**config.mk**
```make
export PLATFORM = sky130hd
export DESIGN_NAME = sexpr_token_scanner_top
export DESIGN_NICKNAME = d
export VERILOG_FILES = /design/src/sts_pkg.sv /design/src/sexpr_token_scanner_top.sv
export SDC_FILE = /design/constraint.sdc
export NUM_CORES = 2
export LEC_CHECK = 0
export BUFFER_PORTS_ARGS = -buffer_cell sky130_fd_sc_hd__buf_4
export CAP_MARGIN = 20
export CORE_MARGIN = 8
export CORE_UTILIZATION = 50
export CTS_CLUSTER_SIZE = 30
export DETAILED_ROUTE_END_ITERATION = 7
export MAX_ROUTING_LAYER = met4
export PLACE_DENSITY = 0.71
export SYNTH_ARGS = -nofsm -noshare
export SYNTH_HDL_FRONTEND = slang
export SYNTH_SLANG_ARGS = --single-unit
export TNS_END_PERCENT = 10
```
**constraint.sdc**
```tcl
create_clock -name i_clk -period 5.2 [get_ports i_clk]
set_input_delay 0.78 -clock i_clk [delete_from_list [all_inputs] [get_ports i_clk]]
set_output_delay 0.78 -clock i_clk [all_outputs]
set_load 0.05 [all_outputs]
```
**src/sts_pkg.sv**
```systemverilog
// ============================================================================
// sts_pkg
// Shared types, constants and byte class functions of the S-expression
// token scanner.
// ============================================================================
package sts_pkg;

    localparam int POS_WIDTH      = 16;
    localparam int MANTISSA_WIDTH = 48;
    localparam int MAG_WIDTH      = MANTISSA_WIDTH - 1;
    localparam int FRAC_WIDTH     = 4;
    localparam int KIND_WIDTH     = 3;
    localparam int QUEUE_DEPTH    = 8;
    localparam int QUEUE_AW       = 3;

    localparam logic [POS_WIDTH-1:0] POS_MAX = {POS_WIDTH{1'b1}};
    localparam logic [MAG_WIDTH-1:0] MAG_MAX = {MAG_WIDTH{1'b1}};
    localparam logic [FRAC_WIDTH-1:0] MAX_FRAC = 4'd15;

    localparam logic [KIND_WIDTH-1:0] KIND_END    = 3'd0;
    localparam logic [KIND_WIDTH-1:0] KIND_LPAREN = 3'd1;
    localparam logic [KIND_WIDTH-1:0] KIND_RPAREN = 3'd2;
    localparam logic [KIND_WIDTH-1:0] KIND_STRING = 3'd3;
    localparam logic [KIND_WIDTH-1:0] KIND_SYMBOL = 3'd4;
    localparam logic [KIND_WIDTH-1:0] KIND_NUMBER = 3'd5;
    localparam logic [KIND_WIDTH-1:0] KIND_ERROR  = 3'd6;

    localparam logic [7:0] CH_NUL    = 8'h00;
    localparam logic [7:0] CH_TAB    = 8'h09;
    localparam logic [7:0] CH_LF     = 8'h0A;
    localparam logic [7:0] CH_CR     = 8'h0D;
    localparam logic [7:0] CH_SPACE  = 8'h20;
    localparam logic [7:0] CH_QUOTE  = 8'h22;
    localparam logic [7:0] CH_LPAREN = 8'h28;
    localparam logic [7:0] CH_RPAREN = 8'h29;
    localparam logic [7:0] CH_MINUS  = 8'h2D;
    localparam logic [7:0] CH_DOT    = 8'h2E;
    localparam logic [7:0] CH_SLASH  = 8'h2F;
    localparam logic [7:0] CH_ZERO   = 8'h30;
    localparam logic [7:0] CH_NINE   = 8'h39;
    localparam logic [7:0] CH_COLON  = 8'h3A;
    localparam logic [7:0] CH_UP_A   = 8'h41;
    localparam logic [7:0] CH_UP_Z   = 8'h5A;
    localparam logic [7:0] CH_BSLASH = 8'h5C;
    localparam logic [7:0] CH_UNDER  = 8'h5F;
    localparam logic [7:0] CH_LO_A   = 8'h61;
    localparam logic [7:0] CH_LO_Z   = 8'h7A;

    typedef enum logic [5:0] {
        MODE_IDLE   = 6'b000001,
        MODE_PEND   = 6'b000010,
        MODE_STRING = 6'b000100,
        MODE_SYMBOL = 6'b001000,
        MODE_INT    = 6'b010000,
        MODE_FRAC   = 6'b100000
    } t_mode;

    typedef struct packed {
        logic [KIND_WIDTH-1:0]            kind;
        logic [POS_WIDTH-1:0]             line;
        logic [POS_WIDTH-1:0]             column;
        logic [POS_WIDTH-1:0]             offset;
        logic [POS_WIDTH-1:0]             length;
        logic signed [MANTISSA_WIDTH-1:0] mantissa;
        logic [FRAC_WIDTH-1:0]            frac;
        logic                             last;
    } t_token;

    function automatic logic [POS_WIDTH-1:0] sat_inc(input logic [POS_WIDTH-1:0] v);
        return (v == POS_MAX) ? POS_MAX : v + 1'b1;
    endfunction

    function automatic logic is_digit(input logic [7:0] b);
        return (b >= CH_ZERO) && (b <= CH_NINE);
    endfunction

    function automatic logic is_space(input logic [7:0] b);
        return (b == CH_SPACE) || (b == CH_TAB) || (b == CH_CR) || (b == CH_LF);
    endfunction

    function automatic logic is_sym_start(input logic [7:0] b);
        return ((b >= CH_LO_A) && (b <= CH_LO_Z)) || ((b >= CH_UP_A) && (b <= CH_UP_Z)) ||
               (b == CH_UNDER) || (b == CH_COLON) || (b == CH_SLASH);
    endfunction

    function automatic logic is_sym_body(input logic [7:0] b);
        return is_sym_start(b) || is_digit(b) || (b == CH_MINUS) || (b == CH_DOT);
    endfunction

endpackage

```
**src/sexpr_token_scanner_top.sv**
```systemverilog
// ============================================================================
// sexpr_token_scanner_top
// Streaming S-expression tokenizer: one text byte in, zero to two tokens out.
// ============================================================================
// The input channel carries one text byte per transaction; a zero byte ends
// the text, flushes any open token, emits the end token and returns the
// scanner to line 1, column 1, offset 0. The output channel carries one token
// per transaction, each field on a port of its own; o_last_of_run marks the
// final token caused by a byte.
// An accepted byte is held in an input register and scanned in the next
// cycle; its tokens are written into an eight-entry token queue, whose
// oldest entry is presented on the output ports. One byte is accepted every
// cycle while the input is not stalled; a byte that yields two tokens needs
// two output transactions, which the queue absorbs. The input stalls when the
// queue could not hold the worst case of two tokens for both the byte in the
// input register and a newly accepted byte, so a stalled receiver backs up
// into the input. Tokens wait in the queue for as long as the receiver
// stalls; none is lost. Synchronous reset empties the queue and the input
// register and sets the scanner to its start-of-text state.
// ============================================================================
module sexpr_token_scanner_top (
    input  logic                                    i_clk,
    input  logic                                    i_rst_n,
    input  logic                                    i_in_valid,
    output logic                                    o_in_stall,
    input  logic [7:0]                              i_in_byte,
    output logic                                    o_out_valid,
    input  logic                                    i_out_stall,
    output logic [sts_pkg::KIND_WIDTH-1:0]          o_token_kind,
    output logic [sts_pkg::POS_WIDTH-1:0]           o_token_line,
    output logic [sts_pkg::POS_WIDTH-1:0]           o_token_column,
    output logic [sts_pkg::POS_WIDTH-1:0]           o_token_offset,
    output logic [sts_pkg::POS_WIDTH-1:0]           o_token_length,
    output logic signed [sts_pkg::MANTISSA_WIDTH-1:0] o_num_mantissa,
    output logic [sts_pkg::FRAC_WIDTH-1:0]          o_frac_digits,
    output logic                                    o_last_of_run
);

    localparam int PW = sts_pkg::POS_WIDTH;
    localparam int MW = sts_pkg::MAG_WIDTH;
    localparam int FW = sts_pkg::FRAC_WIDTH;

    logic                   r_in_valid;
    logic [7:0]             r_in_byte;

    sts_pkg::t_mode         r_mode, n_mode;
    logic [PW-1:0]          r_cur_line, n_cur_line;
    logic [PW-1:0]          r_cur_column, n_cur_column;
    logic [PW-1:0]          r_cur_offset, n_cur_offset;
    logic [PW-1:0]          r_start_line, n_start_line;
    logic [PW-1:0]          r_start_column, n_start_column;
    logic [PW-1:0]          r_start_offset, n_start_offset;
    logic [PW-1:0]          r_run_length, n_run_length;
    logic [MW-1:0]          r_mant, n_mant;
    logic [FW-1:0]          r_frac, n_frac;
    logic                   r_neg, n_neg;
    logic                   r_pend_minus, n_pend_minus;
    logic                   r_escape, n_escape;

    sts_pkg::t_token        r_queue [sts_pkg::QUEUE_DEPTH];
    logic [sts_pkg::QUEUE_AW-1:0] r_wr_ptr, r_rd_ptr;
    logic [sts_pkg::QUEUE_AW:0]   r_count;

    logic                   in_accept;
    logic                   out_pop;
    logic [7:0]             b;
    logic [MW+3:0]          mac_sum;
    logic [MW-1:0]          mac_sat;
    logic [MW:0]            mant_ext;
    logic [MW:0]            mant_signed;
    logic                   flush_v;
    logic [sts_pkg::KIND_WIDTH-1:0] flush_kind;
    logic                   do_tail;
    logic                   do_adv;
    logic                   tail_v;
    sts_pkg::t_token        flush_tok, tail_tok, slot0, slot1;
    logic                   slot0_v, slot1_v;
    logic [1:0]             push_cnt;

    assign b         = r_in_byte;
    assign out_pop   = o_out_valid && !i_out_stall;
    assign in_accept = i_in_valid && !o_in_stall;

    assign o_in_stall = ({1'b0, r_count} + {3'b000, r_in_valid, 1'b0})
                        > (sts_pkg::QUEUE_AW + 2)'(sts_pkg::QUEUE_DEPTH - 2);

    assign mac_sum = {1'b0, r_mant, 3'b000} + {3'b000, r_mant, 1'b0}
                     + {{MW{1'b0}}, b[3:0]};
    assign mac_sat = (mac_sum > {4'b0000, sts_pkg::MAG_MAX}) ? sts_pkg::MAG_MAX
                                                              : mac_sum[MW-1:0];

    assign mant_ext    = {1'b0, r_mant};
    assign mant_signed = r_neg ? ((MW + 1)'(0) - mant_ext) : mant_ext;

    always_comb begin
        n_mode         = r_mode;
        n_cur_line     = r_cur_line;
        n_cur_column   = r_cur_column;
        n_cur_offset   = r_cur_offset;
        n_start_line   = r_start_line;
        n_start_column = r_start_column;
        n_start_offset = r_start_offset;
        n_run_length   = r_run_length;
        n_mant         = r_mant;
        n_frac         = r_frac;
        n_neg          = r_neg;
        n_pend_minus   = r_pend_minus;
        n_escape       = r_escape;
        flush_v        = 1'b0;
        flush_kind     = sts_pkg::KIND_ERROR;
        do_tail        = 1'b0;
        do_adv         = 1'b0;
        tail_v         = 1'b0;
        tail_tok       = '0;
        tail_tok.last  = 1'b1;

        case (r_mode)
            sts_pkg::MODE_PEND: begin
                if (sts_pkg::is_digit(b)) begin
                    n_neg        = r_pend_minus;
                    n_mant       = {{(MW - 4){1'b0}}, b[3:0]};
                    n_frac       = r_pend_minus ? FW'(0) : FW'(1);
                    n_run_length = sts_pkg::sat_inc(r_run_length);
                    n_mode       = r_pend_minus ? sts_pkg::MODE_INT : sts_pkg::MODE_FRAC;
                    do_adv       = 1'b1;
                end else begin
                    flush_v    = 1'b1;
                    flush_kind = sts_pkg::KIND_ERROR;
                    n_mode     = sts_pkg::MODE_IDLE;
                    do_tail    = 1'b1;
                end
            end
            sts_pkg::MODE_STRING: begin
                if (b == sts_pkg::CH_NUL) begin
                    flush_v    = 1'b1;
                    flush_kind = sts_pkg::KIND_ERROR;
                    n_mode     = sts_pkg::MODE_IDLE;
                    do_tail    = 1'b1;
                end else if ((b == sts_pkg::CH_QUOTE) && !r_escape) begin
                    flush_v    = 1'b1;
                    flush_kind = sts_pkg::KIND_STRING;
                    n_mode     = sts_pkg::MODE_IDLE;
                    do_adv     = 1'b1;
                end else begin
                    n_run_length = sts_pkg::sat_inc(r_run_length);
                    n_escape     = (b == sts_pkg::CH_BSLASH);
                    do_adv       = 1'b1;
                end
            end
            sts_pkg::MODE_SYMBOL: begin
                if (sts_pkg::is_sym_body(b)) begin
                    n_run_length = sts_pkg::sat_inc(r_run_length);
                    do_adv       = 1'b1;
                end else begin
                    flush_v    = 1'b1;
                    flush_kind = sts_pkg::KIND_SYMBOL;
                    n_mode     = sts_pkg::MODE_IDLE;
                    do_tail    = 1'b1;
                end
            end
            sts_pkg::MODE_INT, sts_pkg::MODE_FRAC: begin
                if (sts_pkg::is_digit(b)) begin
                    if (r_mode == sts_pkg::MODE_INT) begin
                        n_mant = mac_sat;
                    end else if (r_frac < sts_pkg::MAX_FRAC) begin
                        n_mant = mac_sat;
                        n_frac = r_frac + 1'b1;
                    end
                    n_run_length = sts_pkg::sat_inc(r_run_length);
                    do_adv       = 1'b1;
                end else if ((b == sts_pkg::CH_DOT) && (r_mode == sts_pkg::MODE_INT)) begin
                    n_mode       = sts_pkg::MODE_FRAC;
                    n_run_length = sts_pkg::sat_inc(r_run_length);
                    do_adv       = 1'b1;
                end else begin
                    flush_v    = 1'b1;
                    flush_kind = sts_pkg::KIND_NUMBER;
                    n_mode     = sts_pkg::MODE_IDLE;
                    do_tail    = 1'b1;
                end
            end
            default: begin
                n_mode  = sts_pkg::MODE_IDLE;
                do_tail = 1'b1;
            end
        endcase

        if (do_tail) begin
            if (b == sts_pkg::CH_NUL) begin
                tail_v          = 1'b1;
                tail_tok.kind   = sts_pkg::KIND_END;
                tail_tok.line   = r_cur_line;
                tail_tok.column = r_cur_column;
                tail_tok.offset = r_cur_offset;
                n_mode          = sts_pkg::MODE_IDLE;
                n_cur_line      = PW'(1);
                n_cur_column    = PW'(1);
                n_cur_offset    = '0;
                n_start_line    = PW'(1);
                n_start_column  = PW'(1);
                n_start_offset  = '0;
                n_run_length    = '0;
                n_mant          = '0;
                n_frac          = '0;
                n_neg           = 1'b0;
                n_pend_minus    = 1'b0;
                n_escape        = 1'b0;
            end else begin
                do_adv = 1'b1;
                tail_tok.line   = r_cur_line;
                tail_tok.column = r_cur_column;
                tail_tok.offset = r_cur_offset;
                tail_tok.length = PW'(1);
                if (sts_pkg::is_space(b)) begin
                    tail_v = 1'b0;
                end else if ((b == sts_pkg::CH_LPAREN) || (b == sts_pkg::CH_RPAREN)) begin
                    tail_v        = 1'b1;
                    tail_tok.kind = (b == sts_pkg::CH_LPAREN) ? sts_pkg::KIND_LPAREN
                                                              : sts_pkg::KIND_RPAREN;
                end else if (b == sts_pkg::CH_QUOTE) begin
                    n_start_line   = r_cur_line;
                    n_start_column = r_cur_column;
                    n_start_offset = sts_pkg::sat_inc(r_cur_offset);
                    n_run_length   = '0;
                    n_escape       = 1'b0;
                    n_mode         = sts_pkg::MODE_STRING;
                end else begin
                    n_start_line   = r_cur_line;
                    n_start_column = r_cur_column;
                    n_start_offset = r_cur_offset;
                    n_run_length   = PW'(1);
                    if (sts_pkg::is_digit(b)) begin
                        n_mant = {{(MW - 4){1'b0}}, b[3:0]};
                        n_frac = '0;
                        n_neg  = 1'b0;
                        n_mode = sts_pkg::MODE_INT;
                    end else if ((b == sts_pkg::CH_MINUS) || (b == sts_pkg::CH_DOT)) begin
                        n_pend_minus = (b == sts_pkg::CH_MINUS);
                        n_mode       = sts_pkg::MODE_PEND;
                    end else if (sts_pkg::is_sym_start(b)) begin
                        n_mode = sts_pkg::MODE_SYMBOL;
                    end else begin
                        tail_v        = 1'b1;
                        tail_tok.kind = sts_pkg::KIND_ERROR;
                    end
                end
            end
        end

        if (do_adv) begin
            if (b == sts_pkg::CH_LF) begin
                n_cur_line   = sts_pkg::sat_inc(r_cur_line);
                n_cur_column = PW'(1);
            end else begin
                n_cur_column = sts_pkg::sat_inc(r_cur_column);
            end
            n_cur_offset = sts_pkg::sat_inc(r_cur_offset);
        end
    end

    always_comb begin
        flush_tok.kind     = flush_kind;
        flush_tok.line     = r_start_line;
        flush_tok.column   = r_start_column;
        flush_tok.offset   = r_start_offset;
        flush_tok.length   = r_run_length;
        flush_tok.mantissa = (flush_kind == sts_pkg::KIND_NUMBER) ? mant_signed : '0;
        flush_tok.frac     = (flush_kind == sts_pkg::KIND_NUMBER) ? r_frac : '0;
        flush_tok.last     = !tail_v;

        slot0   = flush_v ? flush_tok : tail_tok;
        slot1   = tail_tok;
        slot0_v = r_in_valid && (flush_v || tail_v);
        slot1_v = r_in_valid && flush_v && tail_v;
        push_cnt = {1'b0, slot0_v} + {1'b0, slot1_v};
    end

    always_ff @(posedge i_clk) begin
        if (!i_rst_n) begin
            r_in_valid     <= 1'b0;
            r_in_byte      <= '0;
            r_mode         <= sts_pkg::MODE_IDLE;
            r_cur_line     <= PW'(1);
            r_cur_column   <= PW'(1);
            r_cur_offset   <= '0;
            r_start_line   <= PW'(1);
            r_start_column <= PW'(1);
            r_start_offset <= '0;
            r_run_length   <= '0;
            r_mant         <= '0;
            r_frac         <= '0;
            r_neg          <= 1'b0;
            r_pend_minus   <= 1'b0;
            r_escape       <= 1'b0;
            r_wr_ptr       <= '0;
            r_rd_ptr       <= '0;
            r_count        <= '0;
        end else begin
            r_in_valid <= in_accept;
            if (in_accept) begin
                r_in_byte <= i_in_byte;
            end
            if (r_in_valid) begin
                r_mode         <= n_mode;
                r_cur_line     <= n_cur_line;
                r_cur_column   <= n_cur_column;
                r_cur_offset   <= n_cur_offset;
                r_start_line   <= n_start_line;
                r_start_column <= n_start_column;
                r_start_offset <= n_start_offset;
                r_run_length   <= n_run_length;
                r_mant         <= n_mant;
                r_frac         <= n_frac;
                r_neg          <= n_neg;
                r_pend_minus   <= n_pend_minus;
                r_escape       <= n_escape;
            end
            r_wr_ptr <= r_wr_ptr + sts_pkg::QUEUE_AW'(push_cnt);
            if (out_pop) begin
                r_rd_ptr <= r_rd_ptr + 1'b1;
            end
            r_count <= r_count + (sts_pkg::QUEUE_AW + 1)'(push_cnt)
                       - (sts_pkg::QUEUE_AW + 1)'(out_pop);
        end
    end

    always_ff @(posedge i_clk) begin
        if (slot0_v) begin
            r_queue[r_wr_ptr] <= slot0;
        end
        if (slot1_v) begin
            r_queue[r_wr_ptr + 1'b1] <= slot1;
        end
    end

    assign o_out_valid    = (r_count != '0);
    assign o_token_kind   = r_queue[r_rd_ptr].kind;
    assign o_token_line   = r_queue[r_rd_ptr].line;
    assign o_token_column = r_queue[r_rd_ptr].column;
    assign o_token_offset = r_queue[r_rd_ptr].offset;
    assign o_token_length = r_queue[r_rd_ptr].length;
    assign o_num_mantissa = r_queue[r_rd_ptr].mantissa;
    assign o_frac_digits  = r_queue[r_rd_ptr].frac;
    assign o_last_of_run  = r_queue[r_rd_ptr].last;

endmodule

```
# == Word level (Yosys, flattened, before mapping) ==
# Memory sizes are Yosys's and may differ from the RTL's. A register that Yosys moved wholly into a read port is not among the register bits.
# Index checks and enable logic that the tools add are counted.
# classes
addsub,15
multipliers,0
n_div,0
n_lt_le_gt_ge,9
eq_ne,27
shift,0
mux,150
n_bitwise,0
n_reduce_logical,36
# ops
operator,count
$mux W16,35
$mux W47,11
$mux W120,1
$mux W48,2
$pmux W47 S2,1
$mux W6,15
$mux W67,1
$add A16 B1 Y16 const B,4
$eq A16 B16 Y1 const B,4
$eq A8 B6 Y1 const B,8
$pmux W16 S4,1
$add A50 B48 Y51,1
$add A51 B4 Y51,1
$gt A51 B47 Y1 const B,1
$mux W1,51
$mux W51,1
$sub A1 B47 Y48 const A,1
$mux W4,11
$mux W3,10
$eq A8 B4 Y1 const B,3
$pmux W6 S4,1
$eq A8 B7 Y1 const B,2
$ge A8 B7 Y1 const B,2
$le A8 B7 Y1 const B,2
32 further kinds,67
# totals
reg_bits,191
latchBits,0
ramBits,960
mem_bits_ro,0
input_bits,12
out_inout_bits,122
elab_cells,256
memories,1
# memory_table
name,words,word_bits,rd,rd_ports_with_merged_regs,write_ports,line,rtl
r_queue,8,120,1,1,2,sexpr_token_scanner_top.sv:60,sts_pkg::t_token r_queue [sts_pkg::QUEUE_DEPTH];

# == Depth between registers and ports, before layout ==
# logic_depth
ltp_word,19
depth_mapped,19
depth_no_buf,16

# == Worst setup path after synthesis ==
# OpenSTA, ideal clock, no wires.
# synth_path
kind,reg-to-reg
start,"reg r_in_byte[6], in the netlist b[6]"
end,mem r_queue[7][100] (netlist bit) (enable)
setup_time_ns,0.407
t_arrival_ns,3.936
required_ns,4.793
slack_ns,0.857
path_stages_with_launch,13
n_path_buf,3
synth_period_minus_slack_ns,4.343
path_cell_list,dfxtp_1 buf_2 or4b_4 nor4b_4 nand3_1 a21o_1 a311o_1 buf_2 or3_4 nor2_1 nor2_1 buf_2 inv_1
# synth_rtl
item,line,rtl
"start, declared",sexpr_token_scanner_top.sv:44,logic [7:0] r_in_byte;
"start signal, assigned",sexpr_token_scanner_top.sv:301,r_in_byte <= i_in_byte;
"end, declared",sexpr_token_scanner_top.sv:60,

==> metrics.md <==
| Metric | Value |
|---|---|
| Worst setup SP type | flop |
| Initial Util | 50.1% |
| Ys Warns | 0 |
| Total wire length | ~170000 microns |
| Port-buffer cells | about 130 |
| Vias/cell | between 6 and 7 |
| LEAKAGE | 21.2 nW |
| Compound-Gate Fraction of Synth Area | about a fifth |
| Ys async rst share | 0% |
| Critical path peak fanout | 39 |
| Fin util | between 50 and 60% |
| Share of the synthesized area in the top cell type | a little over a quarter |
| Seq/Total Area, Yosys | between 40% and 50% |
| Gate power share | between 10% and 20% |
| Clock Skew | about 24 ps |
| Critical path buffer and inverter count | 1 |
| Slowest stage cell, crit path | nor2_4 |
| CTS Root Buffer Type | clkbuf_16 |
| Clk buf depth | 3 |
| Post-Syn Nets | 5427 |
| Die area | around 0.12 sq mm |
| Worst min path class | input port to flop |
| CTS Buf Count | around 120 |
| Sequential share of power | 42.8% |
| Hold buffer count at CTS | 0 |
| Net count reported at finish | between 5000 and 6000 |
| Final Setup Violations | 0 |
| Adder-Cell Fraction of Synth Area | around 2.7% |
| Fin. max-slew vios | 0 |
| P per Cell Area | 367 mW/mm^2 |
| Clk slew on worst S/H paths | roughly 60 ps |
| Delay-heaviest family, CP | simple AND/OR/NAND/NOR gates |
| Core area | between 0.1 and 0.15 sq mm |
| I/O pins | about 130 |
| Mux contribution to synthesized area | between 10% and 20% |
| Synth Area in Simple Gates | a little over a tenth |
| CP Data Required Time | roughly 5900 ps |
| H-tree depth | 3 |
| Unique masters post-synth | 88 |
| GRT Total Usage | about 28% |
| Postcts setup bufs | 0 |
| Area leader, netlist | dfxtp_1 |
| WS Path Type | flop to flop |
| Resized cells post-CTS | 0 |
| Vias in the first global route | roughly 43000 |
| Layout cells sized above 1 | around 17% |
| Worst Max-Slew Pin Slew | 1150 ps |
| # DRC | 0 |
| Syn avg cell area | between 10 and 15 sq um |
| Fin crit period | roughly 4900 ps |
| Main combinational cell family by area after synthesis | compound AO/OA/AOI/OAI gates |
| EDFF count, synth | roughly 420 |
| Status | finished clean |
| Clock power frac | around 38% |
| Primary FF master, synth | dfxtp_1 |
| Slowest stage delay, CP | around 820 ps |
| Worst-Skew Late Latency | between 700 and 800 ps |
| Net load switching power | about 6.7 mW |
| Fin. Hold Viols | 0 |
| DP Wirelength | between 100000 and 150000 microns |
| Register bit total from synthesis | around 1200 |
| Worst R2R Setup Slack | about 290 ps |
| Fmax | 0.204 GHz |
| Arrival @ worst endpoint | ~5600 ps |
| CP endpoint kind | flop |
| Wire per inst | around 25 microns |
| Gr ovfl total | 0 |
| Pint | 16.0 mW |
| Max Cap Violations | 0 |
| CTS tree | built |
| Final setup TNS | 0 ps |
| Final period utilization | 94.4% |
| Initial antenna violation count | 4 |
| Height of the die | 348 microns |
| Largest net degree at the start of global routing | 68 |
| Max transition margin | between 20% and 30% |
| First-pass GRT wire length | roughly 260000 microns |
| Area share of xor/xnor cells in the synthesized design | under 10% |
| Crit path cell chain | nor4b_1 > nand3_1 > o311a_1 > nor2_1 > a311o_1 > or3_4 > nor3_2 > nor2_4 > buf_4 > a22o_1 |
| Cell area after synthesis | around 0.055 sq mm |
| DIE WIDTH | roughly 350 microns |
| Row count | approximately 120 |
| Largest cells by area after synthesis | dfxtp_1 (27%), edfxtp_1 (23%), mux4_2 (9.8%) |
| DRT iter0 DRCs | around 5000 |
| CTS sink cnt | approximately 1200 |
| DR vias | 44351 |
| RSZ-0062 raised after global routing | no |
| Synth Instances | ~5300 |
| Synthesis-to-finish area growth | 11.7% |
| Peak supply drop | between 200 and 300 uV |
| Gpl congestion | 0.958 |
| Sw frac | 29.5% |
| Drt pass-1 iters | 8 |
| Routed Antenna Nets | 0 |
-- layer usage --
metal | vias to the layer above | wire, microns | GRT usage [%]
met4 | 0 | 6050 | 10.4
li1 | 19671 | - | -
met2 | 2319 | 79800 | 43.8
met1 | 22011 | 68900 | 36.7
met5 | - | 0 | -
met3 | 350 | 15900 | 4.37
-- layout make-up --
| class | instances | area, sq um |
|---|---|---|
| Fill cell | 9382 | 48500 |
| Sequential cell | 1154 | 27300 |
| Multi-Input combinational cell | 3624 | 26200 |
| Clock buffer | 161 | 3270 |
| Timing Repair Buffer | 261 | 2220 |
| Tap cell | 1488 | 1860 |
| Clock inverter | 54 | 612 |
| Inverter | 55 | 209 |
| Antenna cell | 4 | 10.0 |
-- power by group through the flow --
stage          clock, mW  combinational, mW  sequential (mW)
2_1_floorplan          0               3.18             9.70
3_3_place_gp           0               4.41             9.88
3_5_place_dp           0               4.43             9.89
4_1_cts             8.62               4.44             9.70
5_1_grt             8.97               4.66             9.72
6_report            8.54               4.43             9.70
-- synth_stat cells (16+ instances only) --
master and n:
nand2_1 824, dfxtp_1 738, o21ai_0 571, edfxtp_1 416, clkbuf_1 323, a22o_1 314, mux4_2 240, nor2_1 234
a21oi_1 232, mux2_2 122, o2bb2ai_1 113, ha_1 112, o21ai_1 100, nand3_1 93, buf_2 80, buf_1 62
xor2_1 61, nor3_1 55, inv_1 50, a31oi_1 47, and3_1 39, a211oi_1 31, a21o_1 31, o22ai_1 31
xnor2_1 31, nor4_1 27, nand4_1 26, o211ai_1 24, o31ai_1 21, o22a_1 18, nor2b_1 16
-- tightest hold or removal path, cell delays in order --
cell and delay [ps]:
buf_4 80, mux2i_1 50, nor2_1 70
-- per-stage QoR --
step	cells	cell area (sq um)	hold WS (ps)	total power, mW	setup WS [ps]
2_1_floorplan	5299	55300	420	12.9	857
3_3_place_gp	6581	57800	428	14.3	592
3_5_place_dp	6582	57800	436	14.3	453
4_1_cts	6797	61700	269	22.8	411
5_1_grt	6801	61700	303	23.3	57.9
6_report	6801	61700	309	22.7	290
-- placed cells by master (no fill, tap or decap), types with 18 or more instances in the layout --
cell type / instances
clkinv_2: 28
a31oi_1: 45
clkbuf_16: 116
a21o_1: 31
nor2_1: 215
nand3_1: 89
xor2_1: 61
a211oi_1: 31
edfxtp_1: 416
o22ai_1: 31
buf_4: 240
mux2_2: 122
o31ai_1: 21
o2bb2ai_1: 113
clkbuf_8: 20
nor4_1: 27
nand4_1: 26
nor3_1: 50
and3_1: 38
inv_1: 44
o21ai_0: 571
mux4_2: 240
o211ai_1: 24
o21ai_1: 100
a22o_1: 314
a21oi_1: 226
ha_1: 112
o22a_1: 18
nor2_4: 19
dfxtp_1: 734
nand2_1: 821
clkbuf_1: 25
xnor2_1: 31
buf_12: 21
-- path summary, 6_finish.rpt --
kind | from | end | depth (start not counted)
worst min-delay path | i_in_byte[0] | b[0] | 3
worst max register to register | b[4] | r_queue[5][20] | 10
worst min register to register | r_queue[3][54] | r_queue[3][54] | 2
worst max-delay path | b[4] | r_queue[5][20] | 10
-- state kept, by name, summed over array words and instances (netlist names), 8 cells and up, named ones only --
register        cells
r_cur_column       16
r_start_column     16
r_cur_line         16
r_mant             47
r_start_line       16
r_queue           960
r_run_length       16
r_start_offset     16
b                   8
r_cur_offset       16
-- kinds of logic (layout without fill, tap and decap cells) --
logic type | count (synthesis) | after routing
compound gates | 1643 | 1643
simple gates | 1397 | 1397
flops | 1154 | 1154
buf+inv | 521 | 531
mux | 376 | 376
fa+ha+maj | 116 | 116
xor+xnor | 92 | 92
other cells | 0 | 4
Note: power is estimated with default switching activity, not from simulation.
